## src/lcgr_pkg.sv

```systemverilog
// Shared constants and types for the ranged LCG random number block.
package lcgr_pkg;

	localparam int WORD_W = 32;
	localparam logic [WORD_W-1:0] LCG_MULT = 32'd3039177861;
	localparam logic [WORD_W-1:0] LCG_INC = 32'd1;
	localparam int LCG_STEPS = 16;
	localparam int TOP_SHIFT = 30;
	localparam int STEP_CNT_W = $clog2(LCG_STEPS);
	localparam int DIV_CNT_W = $clog2(WORD_W);
	localparam logic [WORD_W-1:0] SEED_RESET = 32'd1;

	typedef logic [WORD_W-1:0] word_t;

	typedef enum logic [3:0] {
		S_IDLE = 4'b0001,
		S_GEN  = 4'b0010,
		S_DIV  = 4'b0100,
		S_FIN  = 4'b1000
	} state_t;

	typedef struct packed {
		logic  start;
		word_t dividend;
		word_t divisor;
	} div_req_t;

endpackage

```

## src/lcgr_mod.sv

```systemverilog
// Bit-serial restoring remainder unit: one quotient bit per cycle.
module lcgr_mod (
	input  logic                clk,
	input  logic                arst_n,
	input  lcgr_pkg::div_req_t  req,
	output logic                done,
	output lcgr_pkg::word_t     remainder
);

	logic                              busy_q;
	logic                              done_q;
	logic [lcgr_pkg::DIV_CNT_W-1:0]    cnt_q;
	lcgr_pkg::word_t                   rem_q;
	lcgr_pkg::word_t                   dq_q;
	lcgr_pkg::word_t                   div_q;
	logic [lcgr_pkg::WORD_W:0]         trial;
	logic [lcgr_pkg::WORD_W:0]         diff;

	// The partial remainder stays below the divisor, so the trial value
	// stays below twice the divisor and fits one extra bit.
	assign trial = {rem_q, dq_q[lcgr_pkg::WORD_W-1]};
	assign diff  = trial - {1'b0, div_q};

	always_ff @(posedge clk or negedge arst_n) begin
		if (!arst_n) begin
			busy_q <= 1'b0;
			done_q <= 1'b0;
			cnt_q  <= '0;
		end else begin
			done_q <= 1'b0;
			if (req.start) begin
				busy_q <= 1'b1;
				cnt_q  <= lcgr_pkg::DIV_CNT_W'(lcgr_pkg::WORD_W - 1);
			end else if (busy_q) begin
				cnt_q <= cnt_q - 1'b1;
				if (cnt_q == '0) begin
					busy_q <= 1'b0;
					done_q <= 1'b1;
				end
			end
		end
	end

	always_ff @(posedge clk) begin
		if (req.start) begin
			rem_q <= '0;
			dq_q  <= req.dividend;
			div_q <= req.divisor;
		end else if (busy_q) begin
			dq_q <= {dq_q[lcgr_pkg::WORD_W-2:0], 1'b0};
			if (!diff[lcgr_pkg::WORD_W]) begin
				rem_q <= diff[lcgr_pkg::WORD_W-1:0];
			end else begin
				rem_q <= trial[lcgr_pkg::WORD_W-1:0];
			end
		end
	end

	assign done      = done_q;
	assign remainder = rem_q;

endmodule

```

## src/lcg_top_bits_random_range.sv

```systemverilog
// Ranged random number block: serial LCG word draw followed by a serial remainder.
//
// Input channel (in_valid/in_ready) carries func, range_low and range_high;
// output channel (out_valid/out_ready) carries value and range_error.
// cfg_we with cfg_wdata writes the seed and loads it into the generator state;
// write it only while the block is idle.
// One transaction is worked on at a time. The generator takes one LCG step per
// cycle on its single multiplier, and two bits enter the word shift register
// each cycle. In raw mode, and for an empty or inverted range, the drawn word
// (or zero) goes from the generator state through the finish state to the
// output register. In range mode the remainder unit then works on the word,
// one bit per cycle, and its remainder plus range_low is registered before the
// finish state. The next input transaction is taken the cycle after the
// result has been moved to the output register.
// At reset the generator state is 1 and no result is pending.
// When the receiver stalls, the result waits in the output register; a further
// finished result waits inside the block until the output register is free,
// and no new input is taken meanwhile.
module lcg_top_bits_random_range (
	input  logic        clk,
	input  logic        arst_n,
	input  logic        cfg_we,
	input  logic [31:0] cfg_wdata,
	input  logic        in_valid,
	output logic        in_ready,
	input  logic        func,
	input  logic [31:0] range_low,
	input  logic [31:0] range_high,
	output logic        out_valid,
	input  logic        out_ready,
	output logic [31:0] value,
	output logic        range_error
);

	lcgr_pkg::state_t                  state_q;
	lcgr_pkg::word_t                   gen_state_q;
	lcgr_pkg::word_t                   word_q;
	logic [lcgr_pkg::STEP_CNT_W-1:0]   gen_cnt_q;
	logic                              func_q;
	logic                              err_q;
	lcgr_pkg::word_t                   span_q;
	lcgr_pkg::word_t                   low_q;
	lcgr_pkg::word_t                   res_q;
	logic                              res_err_q;
	logic                              out_valid_q;
	lcgr_pkg::word_t                   value_q;
	logic                              range_error_q;

	lcgr_pkg::word_t                   nxt_state;
	lcgr_pkg::word_t                   nxt_word;
	logic [lcgr_pkg::WORD_W:0]         span_ext;
	logic                              in_take;
	logic                              gen_last;
	logic                              out_free;
	lcgr_pkg::div_req_t                div_req;
	logic                              div_done;
	lcgr_pkg::word_t                   div_rem;

	assign in_ready  = (state_q == lcgr_pkg::S_IDLE);
	assign in_take   = in_valid && in_ready;
	assign nxt_state = gen_state_q * lcgr_pkg::LCG_MULT + lcgr_pkg::LCG_INC;
	assign nxt_word  = {word_q[lcgr_pkg::WORD_W-3:0], 2'(nxt_state >> lcgr_pkg::TOP_SHIFT)};
	assign span_ext  = {1'b0, range_high} - {1'b0, range_low};
	assign gen_last  = (state_q == lcgr_pkg::S_GEN)
		&& (gen_cnt_q == lcgr_pkg::STEP_CNT_W'(lcgr_pkg::LCG_STEPS - 1));
	assign out_free  = !out_valid_q || out_ready;

	assign div_req.start    = gen_last && func_q && !err_q;
	assign div_req.dividend = nxt_word;
	assign div_req.divisor  = span_q;

	lcgr_mod u_mod (
		.clk       (clk),
		.arst_n    (arst_n),
		.req       (div_req),
		.done      (div_done),
		.remainder (div_rem)
	);

	always_ff @(posedge clk or negedge arst_n) begin
		if (!arst_n) begin
			state_q     <= lcgr_pkg::S_IDLE;
			gen_state_q <= lcgr_pkg::SEED_RESET;
			gen_cnt_q   <= '0;
			out_valid_q <= 1'b0;
		end else begin
			if ((state_q == lcgr_pkg::S_FIN) && out_free) begin
				out_valid_q <= 1'b1;
			end else if (out_ready) begin
				out_valid_q <= 1'b0;
			end
			if (cfg_we) begin
				gen_state_q <= cfg_wdata;
			end else if (state_q == lcgr_pkg::S_GEN) begin
				gen_state_q <= nxt_state;
			end
			case (state_q)
				lcgr_pkg::S_IDLE: begin
					gen_cnt_q <= '0;
					if (in_take) begin
						state_q <= lcgr_pkg::S_GEN;
					end
				end
				lcgr_pkg::S_GEN: begin
					gen_cnt_q <= gen_cnt_q + 1'b1;
					if (gen_last) begin
						if (func_q && !err_q) begin
							state_q <= lcgr_pkg::S_DIV;
						end else begin
							state_q <= lcgr_pkg::S_FIN;
						end
					end
				end
				lcgr_pkg::S_DIV: begin
					if (div_done) begin
						state_q <= lcgr_pkg::S_FIN;
					end
				end
				lcgr_pkg::S_FIN: begin
					if (out_free) begin
						state_q <= lcgr_pkg::S_IDLE;
					end
				end
				default: begin
					state_q <= lcgr_pkg::S_IDLE;
				end
			endcase
		end
	end

	always_ff @(posedge clk) begin
		if (in_take) begin
			func_q <= func;
			// An empty range shows as a borrow or a zero span.
			err_q  <= span_ext[lcgr_pkg::WORD_W] || (span_ext[lcgr_pkg::WORD_W-1:0] == '0);
			span_q <= span_ext[lcgr_pkg::WORD_W-1:0];
			low_q  <= range_low;
			word_q <= '0;
		end else if (state_q == lcgr_pkg::S_GEN) begin
			word_q <= nxt_word;
		end
		if (gen_last) begin
			res_err_q <= func_q && err_q;
			if (!func_q) begin
				res_q <= nxt_word;
			end else begin
				res_q <= '0;
			end
		end else if ((state_q == lcgr_pkg::S_DIV) && div_done) begin
			res_q <= div_rem + low_q;
		end
		if ((state_q == lcgr_pkg::S_FIN) && out_free) begin
			value_q       <= res_q;
			range_error_q <= res_err_q;
		end
	end

	assign out_valid   = out_valid_q;
	assign value       = value_q;
	assign range_error = range_error_q;

`ifndef NO_ASSERTIONS
	a_take_starts_gen: assert property (@(posedge clk) disable iff (!arst_n)
		in_take |=> (state_q == lcgr_pkg::S_GEN))
		else $error("accepted transaction did not start the generator");

	a_div_done_in_div: assert property (@(posedge clk) disable iff (!arst_n)
		div_done |-> (state_q == lcgr_pkg::S_DIV))
		else $error("remainder finished outside the remainder phase");

	a_gen_leaves: assert property (@(posedge clk) disable iff (!arst_n)
		gen_last |=> (state_q != lcgr_pkg::S_GEN))
		else $error("generator ran past its sixteen steps");

	a_error_zero: assert property (@(posedge clk) disable iff (!arst_n)
		(out_valid && range_error) |-> (value == '0))
		else $error("range error result carries a non-zero value");
`endif

endmodule
```

## config.mk

```make
export PLATFORM = sky130hd
export DESIGN_NAME = lcg_top_bits_random_range
export DESIGN_NICKNAME = d
export VERILOG_FILES = /design/src/lcgr_pkg.sv /design/src/lcgr_mod.sv /design/src/lcg_top_bits_random_range.sv
export SDC_FILE = /design/constraint.sdc
export NUM_CORES = 1
export LEC_CHECK = 0
export BUFFER_PORTS_ARGS = -buffer_cell sky130_fd_sc_hd__buf_4
export CAP_MARGIN = 15
export CORE_ASPECT_RATIO = 0.6
export CORE_MARGIN = 3
export CORE_UTILIZATION = 57
export CTS_BUF_LIST = sky130_fd_sc_hd__clkbuf_8 sky130_fd_sc_hd__clkbuf_16
export DETAILED_ROUTE_END_ITERATION = 12
export PLACE_DENSITY_LB_ADDON = 0.12
export SLEW_MARGIN = 15
export SYNTH_ARGS = -nofsm -noshare
export SYNTH_HDL_FRONTEND = slang
export SYNTH_SLANG_ARGS = --single-unit
```

## constraint.sdc

```tcl
create_clock -name clk -period 8.4 [get_ports clk]
set_input_delay 0.42 -clock clk [delete_from_list [all_inputs] [get_ports clk]]
set_output_delay 0.42 -clock clk [all_outputs]
set_load 0.01 [all_outputs]
```

==> impl_metrics.csv, run 1 <==
group,metric,value,unit
outcome,status,"finished, final reports clean",
synthesis,ys_seq_area_share,36.1,%
sta,skew,0.0224,ns
synthesis,netlist_area,23100,µm²
synthesis,synthesis.nets,2841,
clock_network,tritoncts,"built",
die,design.portCount,137,
drt,dr.pass1.iters,6,
sta,max_freq,144,MHz
clock_network,cts.htree.levels,1,
grt,gr-usage-met3,11.9,%
setup_path,r2r_end,"u_mod.dq_q[1]",
setup_path,path_max_fanout,8,
grt,first_global_vias,16195,
grt,track_usage,29.4,%
cells_and_area,num_antenna_cells,0,
synthesis,synthCells,2341,
sta,slew_violations,0,
sta,grt_setup_unrepaired,"false",
placement,place_ws,1.52,ns
setup_path,worstPathArrival,7.29,ns
synthesis,synth_fa_ha_area_share,25.6,%
placement,io_buffers,136,
drt,via_count,17232,
grt,grt_use_met2,33.8,%
min_path,min_path_cells,1,
sta,tightest_slew,1.15,ns
synthesis,asyncSetResetFlopFracSynth,15.7,%
clock_network,cts_sinks,306,
setup_path,r2r_start,"gen_state_q[8]",
clock_network,cts_setup_buffers,0,
drt,drcViolationCount,0,
synthesis,synth-compound-area-share,13.4,%
grt,grt_max_degree,71,
clock_network,clkTransAtPathRegs,0.07,ns
clock_network,cts_buffer_depth,3,
die,core_area,39500,µm²
sta,hold_violations,0,
placement,hpwl,50400,µm
setup_path,worstSetupPathType,"register to register",
grt,grt.busiest_layer,"met1",
synthesis,synth_edf_count,196,
die,start_util,58.4,%
clock_network,clock-root-buffer,"clkbuf_16",
setup_path,r2r_slack,1.44,ns
sta,setup_viol_count_final,0,
setup_path,reg2regPathDepth,24,
synthesis,yosys_warnings,0,
synthesis,synthFlopType,"edfxtp_1",
sta,holdWs,0.0222,ns
synthesis,syn-mean-instance-area,9.85,µm²
clock_network,post_cts_resized,0,
clock_network,clk_latency,0.59,ns
clock_network,cts_inserted_buffers,30,
sta,min_period,6.96,ns
sta,relSlewSlack,22.6,%
synthesis,synth-xor-area-share,5.16,%
cells_and_area,drive_gt1_share,9.88,%
min_path,min_to,"low_q[31]",
sta,fin_ws,1.44,ns
job,maxCapViolations,0,
min_path,hold_class,"input port to register",
die,dieHeight,162,µm
synthesis,yosys.area_share.simple,11.2,%
synthesis,muxShareOfSynthArea,1.38,%
drt,detail-route-antenna-nets,0,
die,die_w,266,µm
sta,fin_crit_sh,82.8,%
grt,met1_usage,50.0,%
synthesis,synth_top_family_by_area,"adder cells",
setup_path,cp-end-kind,"register",
drt,drtIter0Drc,1841,
cells_and_area,layout_common_cells,"inv_1, ha_1, nand2_1, edfxtp_1, a21oi_1",
placement,place.gp.congestion,1.10,
sta,final.setup.tns,0,ns
grt,antenna_found_initial,3,
die,row_count,56,
setup_path,required,8.73,ns
clock_network,holdBufCountCts,3,
grt,grt_pass1_wl,96000,µm
grt,overflow,0,
min_path,min_from,"range_low[31]",
drt,vias_per_cell,5.72,
cells_and_area,area_delta_synth_final,11.1,%
drt,totalWireLength,63100,µm
setup_path,startpoint,"gen_state_q[8]",
cells_and_area,layout_commonest_cell,"inv_1",
die,die_area,43000,µm²
synthesis,synth_cell_types,80,
synthesis,synth_seq_cells,306,
cells_and_area,num-nets-final,2966,
setup_path,startpoint_type,"register",
drt,wl_per_cell,21.0,µm
-- flip-flops by register name (all words and copies together), names as in the netlist --
signal / count
gen_state_q: 32
low_q: 32
res_q: 32
span_q: 32
u_mod.div_q: 32
u_mod.dq_q: 32
u_mod.remainder: 32
value: 32
word_q: 30
u_mod.cnt_q: 5
gen_cnt_q: 4
state_q: 4
err_q: 1
func_q: 1
out_valid: 1
range_error: 1
res_err_q: 1
u_mod.busy_q: 1
u_mod.done: 1
-- worst max-delay path, stage by stage (launching register included) --
cell	delay (ns)
dfrtp_1	0.65
ha_1	0.36
fa_1	0.40
ha_1	0.29
inv_1	0.05
fa_1	0.55
inv_1	0.05
ha_1	0.30
fa_1	0.47
fa_1	0.56
inv_1	0.07
fa_1	0.56
inv_1	0.05
ha_1	0.35
a21o_1	0.22
a21o_1	0.20
a21oi_1	0.20
o21ai_0	0.12
a21oi_1	0.14
nand2b_1	0.12
o211ai_1	0.14
a31o_2	0.26
a21oi_1	0.17
xnor2_1	0.14
mux2_2	0.29
-- cells in the mapped netlist (all sizes together) (7+ instances only) --
library cell | number | share of area [%]
inv | 375 | 6.1
ha | 275 | 15
nand2 | 258 | 4.2
edfxtp | 196 | 26
a21oi | 160 | 3.5
o21ai | 137 | 3.0
fa | 123 | 11
xnor2 | 94 | 3.6
nor2 | 77 | 1.3
dfxtp | 62 | 5.4
a21o | 55 | 1.8
clkbuf | 52 | 0.85
dfrtp | 46 | 5.0
nand3 | 41 | 0.89
xor2 | 41 | 1.6
nand3b | 31 | 1.0
nor3 | 27 | 0.61
mux2i | 25 | 1.1
nand2b | 21 | 0.57
nor2b | 18 | 0.50
a211oi | 17 | 0.67
a31oi | 17 | 0.49
o21a | 16 | 0.52
o21bai | 11 | 0.36
o31ai | 11 | 0.44
buf | 10 | 0.25
o211ai | 10 | 0.33
and3 | 8 | 0.22
or2 | 8 | 0.22
or3 | 8 | 0.22
and2 | 7 | 0.20
nand4 | 7 | 0.19
-- per-layer routing --
metal,wire length [µm],vias up,part of all wire [%]
met3,8870,51,14
met5,0,-,0
li1,-,8244,-
met4,807,0,1.3
met1,32400,8177,51
met2,21100,760,33
-- kinds of logic (layout without fill, tap and decap cells) --
kind of cell,after synthesis,after routing
compound gates,492,492
xor+xnor,135,135
fa+ha+maj,398,398
buf+inv,437,586
flops,306,306
mux,31,31
simple gates,542,542
-- layout make-up --
type	instances	area, µm²
clock buffers	31	776
clock inverters	25	201
fillers	3223	13900
inverters	375	1410
multi-input cells	1598	13100
flip-flops and latches	306	8330
well taps	522	653
repair buffers	155	1170
-- through the flow --
step / area, µm² / std cells / util, %
after floorplan: 23100 / 2341 / -
after global placement: 24600 / 2953 / 62.3
after detailed placement: 24600 / 2953 / 62.3
after CTS: 25600 / 3012 / 64.8
after global routing: 25600 / 3012 / 64.8
final: 25600 / 3012 / 64.8
-- worst max path at each step --
stage | to | slack [ns] | cells after the start
2_1_floorplan | u_mod.dq_q[1] | 2.13 | 24
3_3_place_gp | u_mod.dq_q[1] | 1.61 | 24
3_5_place_dp | u_mod.dq_q[1] | 1.52 | 24
4_1_cts | u_mod.dq_q[1] | 1.53 | 24
5_1_grt | u_mod.dq_q[1] | 1.09 | 24
6_report | u_mod.dq_q[1] | 1.44 | 24
Power of run 1 is not shown: default switching activity piles up to over one toggle a cycle in this logic, so the estimate is an artifact.
==> run 2, diff against run 1 <==
==> constraint.sdc (replaced) <==
create_clock -name clk -period 6.24 [get_ports clk]
set_input_delay 0.312 -clock clk [delete_from_list [all_inputs] [get_ports clk]]
set_output_delay 0.312 -clock clk [all_outputs]
set_load 0.01 [all_outputs]
==> impl_metrics.csv, run 2 (synthesized netlist as in run 1, its figures left out) <==
group,metric,value,unit
outcome,status,"finished, final reports clean",
sta,tightest_slew,1.17,ns
setup_path,startpoint_type,"register",
drt,totalWireLength,65800,µm
clock_network,clk_latency,0.59,ns
clock_network,clkTransAtPathRegs,0.07,ns
sta,relSlewSlack,20.9,%
sta,slew_violations,0,
grt,first_global_vias,17540,
die,row_count,56,
sta,hold_violations,0,
setup_path,worstPathArrival,6.53,ns
sta,setup_viol_count_final,0,
drt,wl_per_cell,20.7,µm
cells_and_area,layout_common_cells,"inv_1, nand2_1, buf_4, ha_1, edfxtp_1",
drt,drtIter0Drc,1832,
grt,grt_pass1_wl,101000,µm
die,die_w,266,µm
grt,overflow,0,
sta,final.setup.tns,0,ns
cells_and_area,num-nets-final,3123,
placement,place.gp.congestion,1.02,
setup_path,required,6.57,ns
sta,holdWs,0.0159,ns
die,core_area,39500,µm²
drt,vias_per_cell,5.72,
die,die_area,43000,µm²
cells_and_area,stdcell_count,3169,
placement,io_buffers,136,
grt,antenna_found_initial,2,
die,dieHeight,162,µm
clock_network,cts_buffer_depth,3,
placement,dpl-instance-area,25300,µm²
drt,drcViolationCount,0,
sta,skew,0.0222,ns
grt,grt_max_degree,69,
sta,max_freq,161,MHz
die,design.portCount,137,
sta,grt_setup_unrepaired,"true",
min_path,hold_class,"input port to register",
die,start_util,58.4,%
cells_and_area,final_cell_area,27700,µm²
drt,detail-route-antenna-nets,0,
grt,track_usage,30.5,%
sta,min_period,6.20,ns
placement,place_inst,3036,
setup_path,path_max_fanout,4,
setup_path,worstSetupPathType,"register to register",
cells_and_area,layout_commonest_cell,"inv_1",
drt,via_count,18112,
sta,fin_crit_sh,99.4,%
setup_path,cp-end-kind,"register",
clock_network,cts.htree.levels,1,
clock_network,cts_inserted_buffers,29,
job,maxCapViolations,0,
clock_network,tritoncts,"built",
cells_and_area,area_delta_synth_final,20.2,%
cells_and_area,drive_gt1_share,16.9,%
clock_network,clock-root-buffer,"clkbuf_16",
placement,hpwl,51400,µm
clock_network,cts_sinks,306,
drt,dr.pass1.iters,5,
-- run 2: worst max-delay path, cell delays in order, from the launching register on --
cell,delay (ns)
dfstp_2,0.54
ha_1,0.18
inv_2,0.06
fa_2,0.34
inv_1,0.06
ha_1,0.21
inv_1,0.08
fa_1,0.44
inv_2,0.09
ha_4,0.21
ha_4,0.21
fa_1,0.53
inv_1,0.05
fa_1,0.52
inv_1,0.06
ha_4,0.21
buf_4,0.14
a21o_1,0.16
a21o_1,0.20
a21oi_2,0.14
o21a_1,0.20
o211ai_1,0.27
nand3_2,0.21
a31oi_4,0.10
a21o_1,0.21
a21oi_2,0.18
xor2_2,0.26
o31ai_1,0.11
-- run 2: metrics by stage --
stage / setup slack (ns) / util [%]
global placement: -0.276 / 63.9
global route: -0.185 / 70.1
floorplan: 0.00410 / -
CTS: 0.000643 / 68.9
finish: 0.0372 / 70.1
detailed placement: -0.373 / 63.9
-- run 2: final timing paths --
check | startpoint | to | slack (ns) | depth (start not counted)
min | cfg_wdata[2] | gen_state_q[2] | 0.02 | 3
min reg2reg | span_q[8] | u_mod.div_q[8] | 0.42 | 0
max reg2reg | gen_state_q[0] | res_q[0] | 0.04 | 27
max in group asynchronous | arst_n | gen_state_q[2] | 5.31 | 2
min in group asynchronous | arst_n | gen_state_q[31] | 0.33 | 2
max | gen_state_q[0] | res_q[0] | 0.04 | 27
-- run 2: layer usage --
layer  wire (µm)  vias up  track usage [%]  part of all wire, %
met4         773        0             4.03                  1.2
met2       24300      792             38.5                   37
li1            -     8562                -                    -
met3        7650       52             8.99                   12
met1       33100     8706             51.2                   50
met5           0        -                0                    0
-- run 2: timing repair --
action,in CTS,in global routing
hold buffers,63,0
buffers inserted,4,12
endpoints found under the hold margin,108,0
pin swaps,32,73
setup endpoints to repair,11,11
resized for setup,41,79
-- run 2: layout make-up --
class,count,area [µm²]
Multi-Input combinational cell,1598,13700
Sequential cell,306,8340
Clock buffer,30,739
Fill cell,3010,11800
Clock inverter,24,317
Inverter,375,1410
Timing Repair Buffer,313,2540
Antenna cell,1,2.50
Tap cell,522,653
Power of run 2 is left out for the same reason.
==> run 3, diff against run 2 <==
--- a/config.mk
+++ b/config.mk
@@ -12,6 +12,7 @@
 export CORE_UTILIZATION = 57
 export CTS_BUF_LIST = sky130_fd_sc_hd__clkbuf_8 sky130_fd_sc_hd__clkbuf_16
 export DETAILED_ROUTE_END_ITERATION = 12
+export HOLD_SLACK_MARGIN = 0.06
 export PLACE_DENSITY_LB_ADDON = 0.12
 export SLEW_MARGIN = 15
 export SYNTH_ARGS = -nofsm -noshare
==> impl_metrics.csv, run 3 (synthesized netlist as in run 1, its figures left out) <==
group,metric,value,unit
min_path,min_from,"cfg_wdata[31]",
cells_and_area,num-nets-final,3125,
setup_path,cp-end-kind,"register",
cells_and_area,area_delta_synth_final,20.3,%
placement,io_buffers,136,
cells_and_area,layout_commonest_cell,"inv_1",
setup_path,path_max_fanout,4,
drt,wl_per_cell,20.7,µm
cells_and_area,fillers,3008,
grt,overflow,0,
sta,relSlewSlack,29.4,%
sta,holdWs,0.108,ns
grt,track_usage,30.5,%
drt,drtIter0Drc,1866,
clock_network,clkTransAtPathRegs,0.07,ns
setup_path,worstSetupPathType,"register to register",
drt,dr.pass1.iters,5,
setup_path,required,6.57,ns
job,maxCapViolations,0,
clock_network,clock-root-buffer,"clkbuf_16",
die,dieHeight,162,µm
die,die_w,266,µm
outcome,status,"finished, final reports clean",
setup_path,startpoint,"gen_state_q[0]",
die,row_count,56,
placement,hpwl,51400,µm
sta,fin_crit_sh,99.7,%
placement,place_ws,-0.373,ns
sta,tightest_slew,1.05,ns
clock_network,cts_buffer_depth,3,
setup_path,worstPathArrival,6.56,ns
placement,place.gp.congestion,1.02,
die,die_area,43000,µm²
sta,hold_violations,0,
clock_network,clk_latency,0.59,ns
sta,slew_violations,0,
cells_and_area,layout_common_cells,"inv_1, nand2_1, buf_4, ha_1, edfxtp_1",
grt,grt_pass1_wl,102000,µm
sta,max_freq,161,MHz
grt,first_global_vias,17562,
sta,setup_viol_count_final,0,
die,design.portCount,137,
drt,drcViolationCount,0,
grt,antenna_found_initial,2,
cells_and_area,drive_gt1_share,16.8,%
drt,totalWireLength,65800,µm
drt,via_count,18202,
setup_path,r2r_start,"gen_state_q[0]",
clock_network,cts_sinks,306,
sta,skew,0.0240,ns
die,start_util,58.4,%
drt,vias_per_cell,5.74,
sta,min_period,6.22,ns
die,core_area,39500,µm²
sta,fin_ws,0.0164,ns
grt,grt_max_degree,69,
min_path,hold_class,"input port to register",
cells_and_area,final_util,70.2,%
clock_network,cts.htree.levels,1,
setup_path,startpoint_type,"register",
sta,grt_setup_unrepaired,"true",
clock_network,tritoncts,"built",
clock_network,cts_inserted_buffers,29,
drt,detail-route-antenna-nets,0,
sta,final.setup.tns,0,ns
[run 3: cell type report]
type | count | area [µm²] | area share, %
inverters | 375 | 1410 | 5.07
well taps | 522 | 653 | 2.35
multi-input cells | 1598 | 13700 | 49.4
clock buffers | 30 | 739 | 2.67
clock inverters | 24 | 317 | 1.14
diodes | 1 | 2.50 | 0.00902
repair buffers | 315 | 2560 | 9.24
flip-flops and latches | 306 | 8340 | 30.1
[run 3: metrics by stage]
| step | std cells | cell area [µm²] |
|---|---|---|
| detailed placement | 3036 | 25300 |
| floorplan | 2341 | 23100 |
| finish | 3171 | 27700 |
| global placement | 3036 | 25300 |
| global route | 3170 | 27700 |
| CTS | 3159 | 27200 |
[run 3: final timing paths]
check | to | slack [ns] | cells past startpoint
min in group asynchronous | gen_state_q[31] | 0.33 | 2
hold reg to reg | u_mod.div_q[28] | 0.42 | 0
max in group asynchronous | gen_state_q[10] | 5.30 | 2
setup reg to reg | res_q[0] | 0.02 | 27
hold / removal | gen_state_q[31] | 0.11 | 4
setup / recovery | res_q[0] | 0.02 | 27
[run 3: routing by layer]
layer | GRT usage [%] | up-vias | share of wire (%)
li1 | - | 8566 | -
met1 | 51.2 | 8755 | 50
met2 | 38.7 | 827 | 37
met3 | 8.99 | 54 | 12
met4 | 4.03 | 0 | 1.2
met5 | 0 | - | 0
[run 3: critical path, stage by stage (launching register included)]
cell      delay (ns)
dfstp_2         0.54
ha_1            0.18
inv_2           0.06
fa_2            0.34
inv_1           0.06
ha_1            0.22
inv_1           0.08
fa_1            0.44
inv_2           0.09
ha_4            0.21
ha_4            0.21
fa_1            0.52
inv_1           0.05
fa_1            0.52
inv_1           0.06
ha_4            0.21
buf_4           0.14
a21o_1          0.17
a21o_1          0.20
a21oi_2         0.14
o21a_1          0.20
o211ai_1        0.27
nand3_2         0.21
a31oi_4         0.10
a21o_1          0.21
a21oi_2         0.18
xor2_2          0.25
o31ai_1         0.10
[run 3: repair_timing]
item | in CTS | in global routing
hold endpoints to repair | 110 | 0
setup endpoints to repair | 11 | 11
pin swaps | 32 | 73
gates resized for setup | 41 | 79
buffers inserted | 4 | 12
hold buffers | 65 | 0
Power of run 3 is left out for the same reason.
